--- src/rtl/core/rap_pkg.sv ---
// ---------------------------------------------------------------------------
// rap_pkg
// types, codes and constants of the rectangle atlas placer
// ---------------------------------------------------------------------------
`timescale 1ns / 1ps

package rap_pkg;

  localparam int CoordW      = 13;
  localparam int SumW        = CoordW + 2;
  localparam int OutCoordW   = 12;
  localparam int SlotW       = 6;
  localparam int CfgIdxW     = 2;
  localparam int InDataW     = 32;
  localparam int OutPackW    = 2 * OutCoordW + SlotW;
  localparam int OutDataW    = 32;
  localparam int DefMaxRects = 64;

  localparam logic [CoordW-1:0] DefAtlasWidth  = 13'd1024;
  localparam logic [CoordW-1:0] DefAtlasHeight = 13'd1024;
  localparam logic [CoordW-1:0] DefRowStep     = 13'd1;

  typedef enum logic [CfgIdxW-1:0] {
    RegAtlasWidth  = 2'd0,
    RegAtlasHeight = 2'd1,
    RegRowStep     = 2'd2
  } cfg_reg_e;

  typedef enum logic [1:0] {
    StsPlaced = 2'd0,
    StsTooBig = 2'd1,
    StsNoFit  = 2'd2,
    StsFull   = 2'd3
  } status_e;

  typedef struct packed {
    logic [CoordW-1:0] h;
    logic [CoordW-1:0] w;
    logic [CoordW-1:0] y;
    logic [CoordW-1:0] x;
  } rect_t;

  typedef struct packed {
    logic load;
    logic fail_big;
    logic fail_full;
    logic fail_nofit;
    logic store;
    logic next_row;
    logic next_idx;
    logic jump;
    logic emit;
  } ctrl_cmd_t;

  typedef struct packed {
    logic too_big;
    logic full;
    logic empty;
    logic row_over;
    logic col_over;
    logic scan_end;
    logic overlap;
    logic out_busy;
  } dp_stat_t;

endpackage

--- src/rtl/core/rap_ctrl.sv ---
// ---------------------------------------------------------------------------
// rap_ctrl
// sequencer of the placement search: size checks, row/column walk, table scan
// ---------------------------------------------------------------------------
`timescale 1ns / 1ps

module rap_ctrl (
  input  logic               clk_i,
  input  logic               rst_ni,
  input  logic               in_valid_i,
  output logic               in_ready_o,
  input  rap_pkg::dp_stat_t  stat_i,
  output rap_pkg::ctrl_cmd_t cmd_o
);

  typedef enum logic [5:0] {
    StIdle  = 6'b000001,
    StCheck = 6'b000010,
    StFit   = 6'b000100,
    StRead  = 6'b001000,
    StComp  = 6'b010000,
    StDone  = 6'b100000
  } state_e;

  state_e state_q, state_d;

  always_comb begin
    state_d    = state_q;
    cmd_o      = '0;
    in_ready_o = 1'b0;
    unique case (state_q)
      StIdle: begin
        in_ready_o = 1'b1;
        if (in_valid_i) begin
          cmd_o.load = 1'b1;
          state_d    = StCheck;
        end
      end
      StCheck: begin
        if (stat_i.too_big) begin
          cmd_o.fail_big = 1'b1;
          state_d        = StDone;
        end else if (stat_i.full) begin
          cmd_o.fail_full = 1'b1;
          state_d         = StDone;
        end else if (stat_i.empty) begin
          cmd_o.store = 1'b1;
          state_d     = StDone;
        end else begin
          state_d = StFit;
        end
      end
      StFit: begin
        if (stat_i.row_over) begin
          cmd_o.fail_nofit = 1'b1;
          state_d          = StDone;
        end else if (stat_i.col_over) begin
          cmd_o.next_row = 1'b1;
        end else begin
          state_d = StRead;
        end
      end
      StRead: begin
        if (stat_i.scan_end) begin
          cmd_o.store = 1'b1;
          state_d     = StDone;
        end else begin
          state_d = StComp;
        end
      end
      StComp: begin
        if (stat_i.overlap) begin
          cmd_o.jump = 1'b1;
          state_d    = StFit;
        end else begin
          cmd_o.next_idx = 1'b1;
          state_d        = StRead;
        end
      end
      StDone: begin
        if (!stat_i.out_busy) begin
          cmd_o.emit = 1'b1;
          state_d    = StIdle;
        end
      end
      default: state_d = StIdle;
    endcase
  end

  always_ff @(posedge clk_i or negedge rst_ni) begin
    if (!rst_ni) begin
      state_q <= StIdle;
    end else begin
      state_q <= state_d;
    end
  end

endmodule

--- src/rtl/core/rap_datapath.sv ---
// ---------------------------------------------------------------------------
// rap_datapath
// config registers, rectangle table, overlap compare and result registers
// ---------------------------------------------------------------------------
`timescale 1ns / 1ps

module rap_datapath #(
  parameter int MaxRects = rap_pkg::DefMaxRects
) (
  input  logic                             clk_i,
  input  logic                             rst_ni,
  input  rap_pkg::ctrl_cmd_t               cmd_i,
  output rap_pkg::dp_stat_t                stat_o,
  input  logic                             cfg_valid_i,
  input  logic [rap_pkg::CfgIdxW-1:0]      cfg_index_i,
  input  logic [rap_pkg::CoordW-1:0]       cfg_data_i,
  input  logic [rap_pkg::CoordW-1:0]       rect_width_i,
  input  logic [rap_pkg::CoordW-1:0]       rect_height_i,
  input  logic                             out_ready_i,
  output logic                             out_valid_o,
  output logic [1:0]                       status_o,
  output logic [rap_pkg::OutCoordW-1:0]    place_x_o,
  output logic [rap_pkg::OutCoordW-1:0]    place_y_o,
  output logic [rap_pkg::SlotW-1:0]        slot_index_o
);

  localparam int IdxW   = (MaxRects > 1) ? $clog2(MaxRects) : 1;
  localparam int CntW   = $clog2(MaxRects + 1);
  localparam int CoordW = rap_pkg::CoordW;
  localparam int SumW   = rap_pkg::SumW;

  logic [CoordW-1:0] aw_q, ah_q, step_q;
  logic [CoordW-1:0] w_q, h_q;
  logic [CoordW:0]   x_q, y_q;
  logic [CntW-1:0]   count_q, idx_q;

  rap_pkg::rect_t mem_q [MaxRects];
  rap_pkg::rect_t rd_q;
  rap_pkg::rect_t wr_entry;

  rap_pkg::status_e                res_status_q, out_status_q;
  logic [rap_pkg::OutCoordW-1:0]   res_x_q, res_y_q, out_x_q, out_y_q;
  logic [rap_pkg::SlotW-1:0]       res_slot_q, out_slot_q;
  logic                            out_valid_q;

  logic [CoordW-1:0] step_eff;
  logic [SumW-1:0]   x_end, y_end, bx_end, by_end;
  logic [15:0]       cnt_ext;

  // config writes, always ready
  always_ff @(posedge clk_i or negedge rst_ni) begin
    if (!rst_ni) begin
      aw_q   <= rap_pkg::DefAtlasWidth;
      ah_q   <= rap_pkg::DefAtlasHeight;
      step_q <= rap_pkg::DefRowStep;
    end else if (cfg_valid_i) begin
      unique case (rap_pkg::cfg_reg_e'(cfg_index_i))
        rap_pkg::RegAtlasWidth:  aw_q   <= cfg_data_i;
        rap_pkg::RegAtlasHeight: ah_q   <= cfg_data_i;
        rap_pkg::RegRowStep:     step_q <= cfg_data_i;
        default: ;
      endcase
    end
  end

  assign step_eff = (step_q == '0) ? CoordW'(1) : step_q;
  assign x_end    = SumW'(x_q) + SumW'(w_q);
  assign y_end    = SumW'(y_q) + SumW'(h_q);
  assign bx_end   = SumW'(rd_q.x) + SumW'(rd_q.w);
  assign by_end   = SumW'(rd_q.y) + SumW'(rd_q.h);
  assign cnt_ext  = 16'(count_q);

  assign stat_o.too_big  = (w_q > aw_q) || (h_q > ah_q);
  assign stat_o.full     = (count_q == CntW'(MaxRects));
  assign stat_o.empty    = (count_q == '0);
  assign stat_o.row_over = (y_end > SumW'(ah_q));
  assign stat_o.col_over = (x_end > SumW'(aw_q));
  assign stat_o.scan_end = (idx_q == count_q);
  assign stat_o.overlap  = (SumW'(x_q) < bx_end) && (x_end > SumW'(rd_q.x)) &&
                           (SumW'(y_q) < by_end) && (y_end > SumW'(rd_q.y));
  assign stat_o.out_busy = out_valid_q && !out_ready_i;

  // search position and table walk
  always_ff @(posedge clk_i) begin
    if (cmd_i.load) begin
      w_q   <= rect_width_i;
      h_q   <= rect_height_i;
      x_q   <= '0;
      y_q   <= '0;
      idx_q <= '0;
    end else if (cmd_i.next_row) begin
      y_q   <= y_q + (CoordW+1)'(step_eff);
      x_q   <= '0;
      idx_q <= '0;
    end else if (cmd_i.jump) begin
      x_q   <= bx_end[CoordW:0];
      idx_q <= '0;
    end else if (cmd_i.next_idx) begin
      idx_q <= idx_q + CntW'(1);
    end
  end

  // pending result
  always_ff @(posedge clk_i) begin
    if (cmd_i.fail_big || cmd_i.fail_full || cmd_i.fail_nofit) begin
      res_x_q    <= '0;
      res_y_q    <= '0;
      res_slot_q <= '0;
      if (cmd_i.fail_big) begin
        res_status_q <= rap_pkg::StsTooBig;
      end else if (cmd_i.fail_full) begin
        res_status_q <= rap_pkg::StsFull;
      end else begin
        res_status_q <= rap_pkg::StsNoFit;
      end
    end else if (cmd_i.store) begin
      res_status_q <= rap_pkg::StsPlaced;
      res_x_q      <= x_q[rap_pkg::OutCoordW-1:0];
      res_y_q      <= y_q[rap_pkg::OutCoordW-1:0];
      res_slot_q   <= cnt_ext[rap_pkg::SlotW-1:0];
    end
  end

  always_ff @(posedge clk_i or negedge rst_ni) begin
    if (!rst_ni) begin
      count_q <= '0;
    end else if (cmd_i.store) begin
      count_q <= count_q + CntW'(1);
    end
  end

  // rectangle table
  assign wr_entry.x = x_q[CoordW-1:0];
  assign wr_entry.y = y_q[CoordW-1:0];
  assign wr_entry.w = w_q;
  assign wr_entry.h = h_q;

  always_ff @(posedge clk_i) begin
    if (cmd_i.store) begin
      mem_q[count_q[IdxW-1:0]] <= wr_entry;
    end
    rd_q <= mem_q[idx_q[IdxW-1:0]];
  end

  // output register
  always_ff @(posedge clk_i or negedge rst_ni) begin
    if (!rst_ni) begin
      out_valid_q <= 1'b0;
    end else if (cmd_i.emit) begin
      out_valid_q <= 1'b1;
    end else if (out_ready_i) begin
      out_valid_q <= 1'b0;
    end
  end

  always_ff @(posedge clk_i) begin
    if (cmd_i.emit) begin
      out_status_q <= res_status_q;
      out_x_q      <= res_x_q;
      out_y_q      <= res_y_q;
      out_slot_q   <= res_slot_q;
    end
  end

  assign out_valid_o  = out_valid_q;
  assign status_o     = out_status_q;
  assign place_x_o    = out_x_q;
  assign place_y_o    = out_y_q;
  assign slot_index_o = out_slot_q;

endmodule

--- src/rtl/core/rectangle_atlas_placer.sv ---
// ---------------------------------------------------------------------------
// rectangle_atlas_placer
// first-fit placement of rectangles into a 2D atlas with a table of placed boxes
// ---------------------------------------------------------------------------
//  channel   dir  tdata / payload (low bits first)          tuser
//  s_axis    in   rect_width[12:0], rect_height[25:13]     -
//  m_axis    out  place_x[11:0], place_y[23:12], slot[29:24] status[1:0]
//  cfg       in   cfg_index_i selects register, cfg_data_i value
//
//  rejects by size or a full table and the first rectangle go from the
//  check state straight to done; otherwise each candidate spot reads the
//  table entry by entry through the single read port, a spot that fits is
//  stored after the end-of-table check and a row change is its own step
//  one request at a time; the next input beat is taken while a result waits
//  reset clears the table count, config registers go to their defaults
// ---------------------------------------------------------------------------
`timescale 1ns / 1ps

module rectangle_atlas_placer #(
  parameter int MaxRects = rap_pkg::DefMaxRects
) (
  input  logic                            clk_i,
  input  logic                            rst_ni,
  input  logic                            s_axis_tvalid,
  output logic                            s_axis_tready,
  // rect_width, rect_height
  input  logic [rap_pkg::InDataW-1:0]     s_axis_tdata,
  output logic                            m_axis_tvalid,
  input  logic                            m_axis_tready,
  // place_x, place_y, slot_index
  output logic [rap_pkg::OutDataW-1:0]    m_axis_tdata,
  // status
  output logic [1:0]                      m_axis_tuser,
  input  logic                            cfg_valid_i,
  output logic                            cfg_ready_o,
  input  logic [rap_pkg::CfgIdxW-1:0]     cfg_index_i,
  input  logic [rap_pkg::CoordW-1:0]      cfg_data_i
);

  rap_pkg::ctrl_cmd_t cmd;
  rap_pkg::dp_stat_t  stat;

  logic [rap_pkg::OutCoordW-1:0] place_x, place_y;
  logic [rap_pkg::SlotW-1:0]     slot_index;

  assign cfg_ready_o = 1'b1;

  rap_ctrl u_ctrl (
    .clk_i      (clk_i),
    .rst_ni     (rst_ni),
    .in_valid_i (s_axis_tvalid),
    .in_ready_o (s_axis_tready),
    .stat_i     (stat),
    .cmd_o      (cmd)
  );

  rap_datapath #(
    .MaxRects (MaxRects)
  ) u_datapath (
    .clk_i         (clk_i),
    .rst_ni        (rst_ni),
    .cmd_i         (cmd),
    .stat_o        (stat),
    .cfg_valid_i   (cfg_valid_i),
    .cfg_index_i   (cfg_index_i),
    .cfg_data_i    (cfg_data_i),
    .rect_width_i  (s_axis_tdata[rap_pkg::CoordW-1:0]),
    .rect_height_i (s_axis_tdata[2*rap_pkg::CoordW-1:rap_pkg::CoordW]),
    .out_ready_i   (m_axis_tready),
    .out_valid_o   (m_axis_tvalid),
    .status_o      (m_axis_tuser),
    .place_x_o     (place_x),
    .place_y_o     (place_y),
    .slot_index_o  (slot_index)
  );

  assign m_axis_tdata = {{(rap_pkg::OutDataW - rap_pkg::OutPackW){1'b0}},
                         slot_index, place_y, place_x};

endmodule

--- config.mk ---
export PLATFORM = sky130hd
export DESIGN_NAME = rectangle_atlas_placer
export DESIGN_NICKNAME = d
export VERILOG_FILES = /design/src/rtl/core/rap_pkg.sv /design/src/rtl/core/rap_ctrl.sv /design/src/rtl/core/rap_datapath.sv /design/src/rtl/core/rectangle_atlas_placer.sv
export SDC_FILE = /design/constraint.sdc
export NUM_CORES = 2
export LEC_CHECK = 0
export BUFFER_PORTS_ARGS = -buffer_cell sky130_fd_sc_hd__clkbuf_2
export CAP_MARGIN = 20
export CORE_AREA = 4 4 456 548
export DETAILED_ROUTE_END_ITERATION = 10
export DIE_AREA = 0 0 460 552
export GPL_TIMING_DRIVEN = 1
export HOLD_SLACK_MARGIN = 0.1
export PLACE_DENSITY_LB_ADDON = 0.15
export RECOVER_POWER = 100
export SKIP_CTS_REPAIR_TIMING = 1
export SYNTH_ARGS = -nofsm -noshare
export SYNTH_HDL_FRONTEND = slang
export SYNTH_SLANG_ARGS = --single-unit
--- constraint.sdc ---
create_clock -name clk_i -period 18.05 [get_ports clk_i]
set_input_delay 3.61 -clock clk_i [delete_from_list [all_inputs] [get_ports clk_i]]
set_output_delay 3.61 -clock clk_i [all_outputs]
set_load 0.02 [all_outputs]
* After elaboration in Yosys (flattened, before gate mapping)
Memories as Yosys holds them, arrays and structs flattened. A register that Yosys moved wholly into a read port is not among the register bits. Index checks and enable logic that the tools add are counted.
Operators by class: add/subtract/negate cells 7, $lt $le $gt $ge 8, equal/unequal tests 13, mux-type cells 41, reduce and logical (&&, ||, !) cells 19
Operator list (number):
- 15-bit by 13-bit greater-than comparator with 1-bit output | 4
- 6-bit 2-to-1 mux | 8
- 6-bit case mux with 6 select lines | 1
- 14-bit by 13-bit adder with 15-bit output | 2
- 14-bit by 15-bit less-than comparator with 1-bit output | 2
- 13-bit by 13-bit adder with 14-bit output | 2
- 13-bit greater-than comparator | 2
- 1-bit 2-to-1 mux | 24
- 14-bit by 13-bit adder with 14-bit output | 1
- 7-bit by 1-bit adder with 7-bit output (second input constant) | 2
- 13-bit logical NOT | 1
- 13-bit 2-to-1 mux | 1
- 2-bit 2-to-1 mux | 5
- 7-bit == test | 1
- 7-bit == test (second input constant) | 1
- 7-bit logical NOT | 1
- 6-bit by 1-bit == test with 1-bit output (second input constant) | 1
- 6-bit by 2-bit == test with 1-bit output (second input constant) | 1
- 6-bit by 3-bit == test with 1-bit output (second input constant) | 1
- 6-bit by 4-bit == test with 1-bit output (second input constant) | 1
- 6-bit by 5-bit == test with 1-bit output (second input constant) | 1
- 6-bit == test (second input constant) | 1
- 2-bit AND reduction | 3
- 1-bit logical AND | 4
- 13 further kinds | 17
Word-level totals: flip-flop bits (word level) 178, memory bits (writable) 3328, input bits 52, output and inout bits 37, memories kept 1
Memory list:
- u_datapath.mem_q | words 64, width 52, read ports 1, clocked after memory_dff 1, write ports 1, RTL line rap_datapath.sv:37 | rap_pkg::rect_t mem_q [MaxRects];

* Logic depth before layout (Yosys ltp)
word-level depth 8, depth in mapped cells 23

* Cells and area by module
Synthesis repeated with hierarchy kept, for this count alone.
Second synthesis, totals: cells, all modules 6018, area total of the unflattened synthesis 138888.2 sq um
Modules (own cells, without submodules):
- rap_datapath | times used 1, cells each 5956, area an instance 138371.5 sq um
- rap_ctrl | times used 1, cells each 57, area an instance 486.7 sq um
- rectangle_atlas_placer | times used 1, cells each 5, area an instance 30.0 sq um

* Worst setup path before layout
Ideal clock, no wire load.
path kind reg2reg, start point register u_datapath.h_q[1], end point memory u_datapath.mem_q[59][0] in the netlist's numbering, enable pin, setup time 0.592 ns, arrival 8.152 ns, data required time 17.458 ns, path slack 9.306 ns, stages on the path, launching flop included 11, buffers on the path 1, period minus slack after synthesis 8.744 ns, path through edfxtp_1 -> ha_1 -> nor2b_1 -> o21a_1 -> o21a_1 -> o211ai_1 -> a31oi_1 -> or2_1 -> o41a_1 -> clkbuf_1 -> nor4_1
On the way: longest elaborated chain between the ends 6
RTL lines:
- from (decl) | RTL line rap_datapath.sv:33 | logic [CoordW-1:0] w_q, h_q;
- from (signal assigned) | RTL line rap_datapath.sv:87 | h_q <= rect_height_i;
- 13-bit greater-than comparator | RTL line rap_datapath.sv:73 | assign stat_o.too_big = (w_q > aw_q) || (h_q > ah_q);
- 1-bit logical OR | RTL line rap_datapath.sv:73
- 1-bit 2-to-1 mux | RTL line rap_ctrl.sv:40 | if (stat_i.too_big) begin
- 1-bit case mux with 2 select lines | RTL line rap_ctrl.sv:31 | unique case (state_q)
- 1-bit 2-to-1 mux | RTL line rap_datapath.sv:139 | if (cmd_i.store) begin
- 1-bit 2-to-1 mux (implied by the code) | RTL line rap_datapath.sv:140 | mem_q[count_q[IdxW-1:0]] <= wr_entry;
- to (decl) | RTL line rap_datapath.sv:37
No other way between the ends.

* Worst setup path in the final report
start point register u_datapath.h_q[10], end point memory u_datapath.mem_q[18][45] in the netlist's numbering, enable pin
Same word-level chain as after synthesis.

==> results.toml <==
[outcome]
status = "finished, violations left"
violations = "max-capacitance violations, max-slew violations"

[critical_path]
path_cells = "clkbuf_1 -> ha_1 -> a21o_1 -> a21o_1 -> a21oi_1 -> o21a_1 -> a31oi_1 -> or2_0 -> o41a_1 -> nor4_2 -> clkbuf_1 -> clkbuf_1"
r2r_setup_slack_ns = 6.51
worstPathMaxFanout = 66
r2r_start = "u_datapath.h_q[10]$_DFFE_PP_"
crit_type = "flip-flop to flip-flop"
crit_path_frequent_cell = "clkbuf_1"
cp.arrival_ns = 11.91
crit_path_top_delay_cell = "clkbuf_1"
cp.required_ns = 18.42
max_stage_delay_ns = 3.24
setup.worst_path.start_class = "flip-flop"
r2r-end = "u_datapath.mem_q[18][45]$_DFFE_PP_"
endpoint_kind = "flip-flop"
r2r_cells = 12

[placed_design]
place_area_mm2 = 0.144
pre_cts_slack_ns = 11.89
gp_congestion = 0.904
dp_hpwl_um = 197000
portBuffers = 79

[synthesis]
synth_edf_count = 3388
synth-seq-cells = 3558
yosysSeqAreaShare_pct = 75.9
async_flop_share_pct = 1.49
yosysTopAreaCell = "edfxtp_1"
synth_area_mm2 = 0.139
ys_types = 77
synthCells = 5994
avgSynthCellArea_um2 = 23.2
yosysTopAreaCellShare_pct = 73.3
yosys_warnings = 0
yosys-top-cells-area = "edfxtp_1 73%, mux4_2 18%, dfxtp_1 1.7%"
synth_flop_cell = "edfxtp_1"

[route]
vias = 67400
viasPerCell = 6.83
antenna_left = 0
drtPass1Iterations = 7
wl_per_cell_um = 38.1
post-route-drc-count = 0
drt-total-wl_um = 376000
initialDrtViolationCount = 10100

[layout]
area_growth_pct = 11.2
final_cell_mix = "3388 x edfxtp_1, 1092 x mux4_2, 354 x clkbuf_16"
nets = 6590
mostFrequentLayoutCell = "edfxtp_1"
fill_cells = 16400
stdcell_area_mm2 = 0.154
drive_above_1_share_pct = 26.0

[die]
die-area_mm2 = 0.254
chipWidth_um = 460
num_rows = 199
ioPinCount = 89
core_area_mm2 = 0.245
start_util_pct = 56.8
die_h_um = 552

[timing]
slew_headroom_pct = -230
grt_setup_unrepaired = "false"
fin_crit_ns = 11.54
fmax_mhz = 86.7
worst_slew_pin_slew_ns = 4.95
finalSetupViolCount = 0
drv_slew = 7569
clock_skew_ns = 0.0506
fin_crit_sh_pct = 63.9
worst_slack_ns = 6.51
finalHoldViolations = 0
totalNegativeSetupSlack_ns = 0

[min_path]
hp-class = "flip-flop to flip-flop"
hold_start = "u_datapath.res_y_q[6]$_SDFFE_PP0P_"
holdPathEnd = "u_datapath.place_y_o[6]$_DFFE_PP_"
holdPathStages = 0

[power]
p_total_mw = 17.2
ir_drop_v = 0.0000960
leakage_nw = 47.3
power.density_mw_per_mm2 = 111

[clock_tree]
insertion_delay_ns = 0.92
ctsHtreeMaxLevel = 5
cts_tree = "yes"
clk_pin_slew_ns = 0.06
numCtsBuffers = 347
cts_max_path_buffers = 4
cts_sinks = 3558
root_buffer = "clkbuf_16"

[global_route]
grt_pass1_vias = 67500
gr-total-overflow = 0
grt_max_degree = 126
grtUsageTotal_pct = 29.9
grt_antenna_before_repair = 31
grt_first_pass_wirelength_um = 526000

[run]
cap_violations = 202
[synth_stat cells, drive strengths merged, types with 14 or more instances]
cell       n
edfxtp  3388
mux2i     39
nor3      18
nand3     27
a31oi     14
a21o      29
buf      123
clkbuf   168
a21oi     74
nand4     14
o21a      22
inv       99
ha       172
xnor2     39
mux2      27
nor2     124
xor2      26
dfxtp    117
o21ai     54
nand2     62
mux4    1092
dfrtp     49
nor4      41
[layer usage]
layer  wire, um  vias up  global-route usage [%]
met4      17900        4                    11.8
met2     182000     3828                    47.1
met3      38000      796                    5.85
met5         27        -                       0
li1           -    26300                       -
met1     139000    36400                    42.2
[critical path: cells and delay by family (launching register included)]
family / cells / cell delay [ns]
flops: 1 / 0.34
fa+ha+maj: 1 / 0.58
compound gates: 6 / 1.81
simple gates: 2 / 0.77
buf+inv: 3 / 7.43
[state kept, by name, summed over array words and instances (netlist names), 12 cells and up]
| signal | count |
|---|---|
| u_datapath.h_q | 13 |
| u_datapath.res_y_q | 12 |
| u_datapath.step_q | 13 |
| u_datapath.place_x_o | 12 |
| u_datapath.y_q | 14 |
| u_datapath.rd_q | 52 |
| u_datapath.x_q | 14 |
| u_datapath.mem_q | 3328 |
| u_datapath.aw_q | 13 |
| u_datapath.w_q | 13 |
| u_datapath.place_y_o | 12 |
| u_datapath.ah_q | 13 |
| u_datapath.res_x_q | 12 |
[cells by family (layout without fill, tap and decap cells)]
family / Yosys count / count (layout) / synth area share [%]
AO/OA/AOI/OAI: 272 / 272 / 1.33
multiplexers: 1158 / 1158 / 18.2
XOR/XNOR: 65 / 65 / 0.410
AND/OR/NAND/NOR: 372 / 372 / 1.35
other: 2 / 16 / 0.00541
adder cells (fa/ha/maj): 177 / 177 / 1.62
flip-flops: 3558 / 3558 / 75.9
buffers and inverters: 390 / 1035 / 1.15
[worst max path at each step]
stage          cells after the start                             start                                  to
6_report                          12      u_datapath.h_q[10]$_DFFE_PP_  u_datapath.mem_q[18][45]$_DFFE_PP_
5_1_grt                            7  u_datapath.idx_q[0]$_SDFFE_PP0P_         u_datapath.rd_q[51]$_DFF_P_
4_1_cts                            3     u_ctrl.state_q[2]$_DFFE_PN0P_                       s_axis_tready
3_5_place_dp                       7  u_datapath.idx_q[0]$_SDFFE_PP0P_         u_datapath.rd_q[38]$_DFF_P_
3_3_place_gp                       7  u_datapath.idx_q[0]$_SDFFE_PP0P_         u_datapath.rd_q[38]$_DFF_P_
2_1_floorplan                     10       u_datapath.h_q[1]$_DFFE_PP_   u_datapath.mem_q[59][0]$_DFFE_PP_
[layout make-up]
cell class	count	area [um2]	share of cell area [%]
sequential	3558	105000	68.3
clock buffer	440	9310	6.03
timing repair buffer	308	1430	0.926
clock inverter	188	1850	1.20
multi-input combinational	2047	31900	20.7
inverter	99	384	0.249
antenna	13	32.5	0.0211
tap	3216	4020	2.61
[per-stage QoR]
stage	hold slack (ns)	utilization, %	cells
floorplan	0.400	-	5995
global placement	0.414	59.0	9220
detailed placement	0.417	59.0	9223
CTS	0.425	63.6	9851
global route	0.436	63.1	9866
finish	0.421	63.1	9869
[report_power, final]
part / total [mW] / switching [mW] / internal (mW) / leakage [nW]
Clock: 7.15 / 3.05 / 4.10 / 5.40
Combinational: 0.660 / 0.511 / 0.149 / 9.82
Sequential: 9.36 / 0.0417 / 9.32 / 32.1
Total: 17.2 / 3.61 / 13.6 / 47.3
Power figures use the tool's default switching activity.
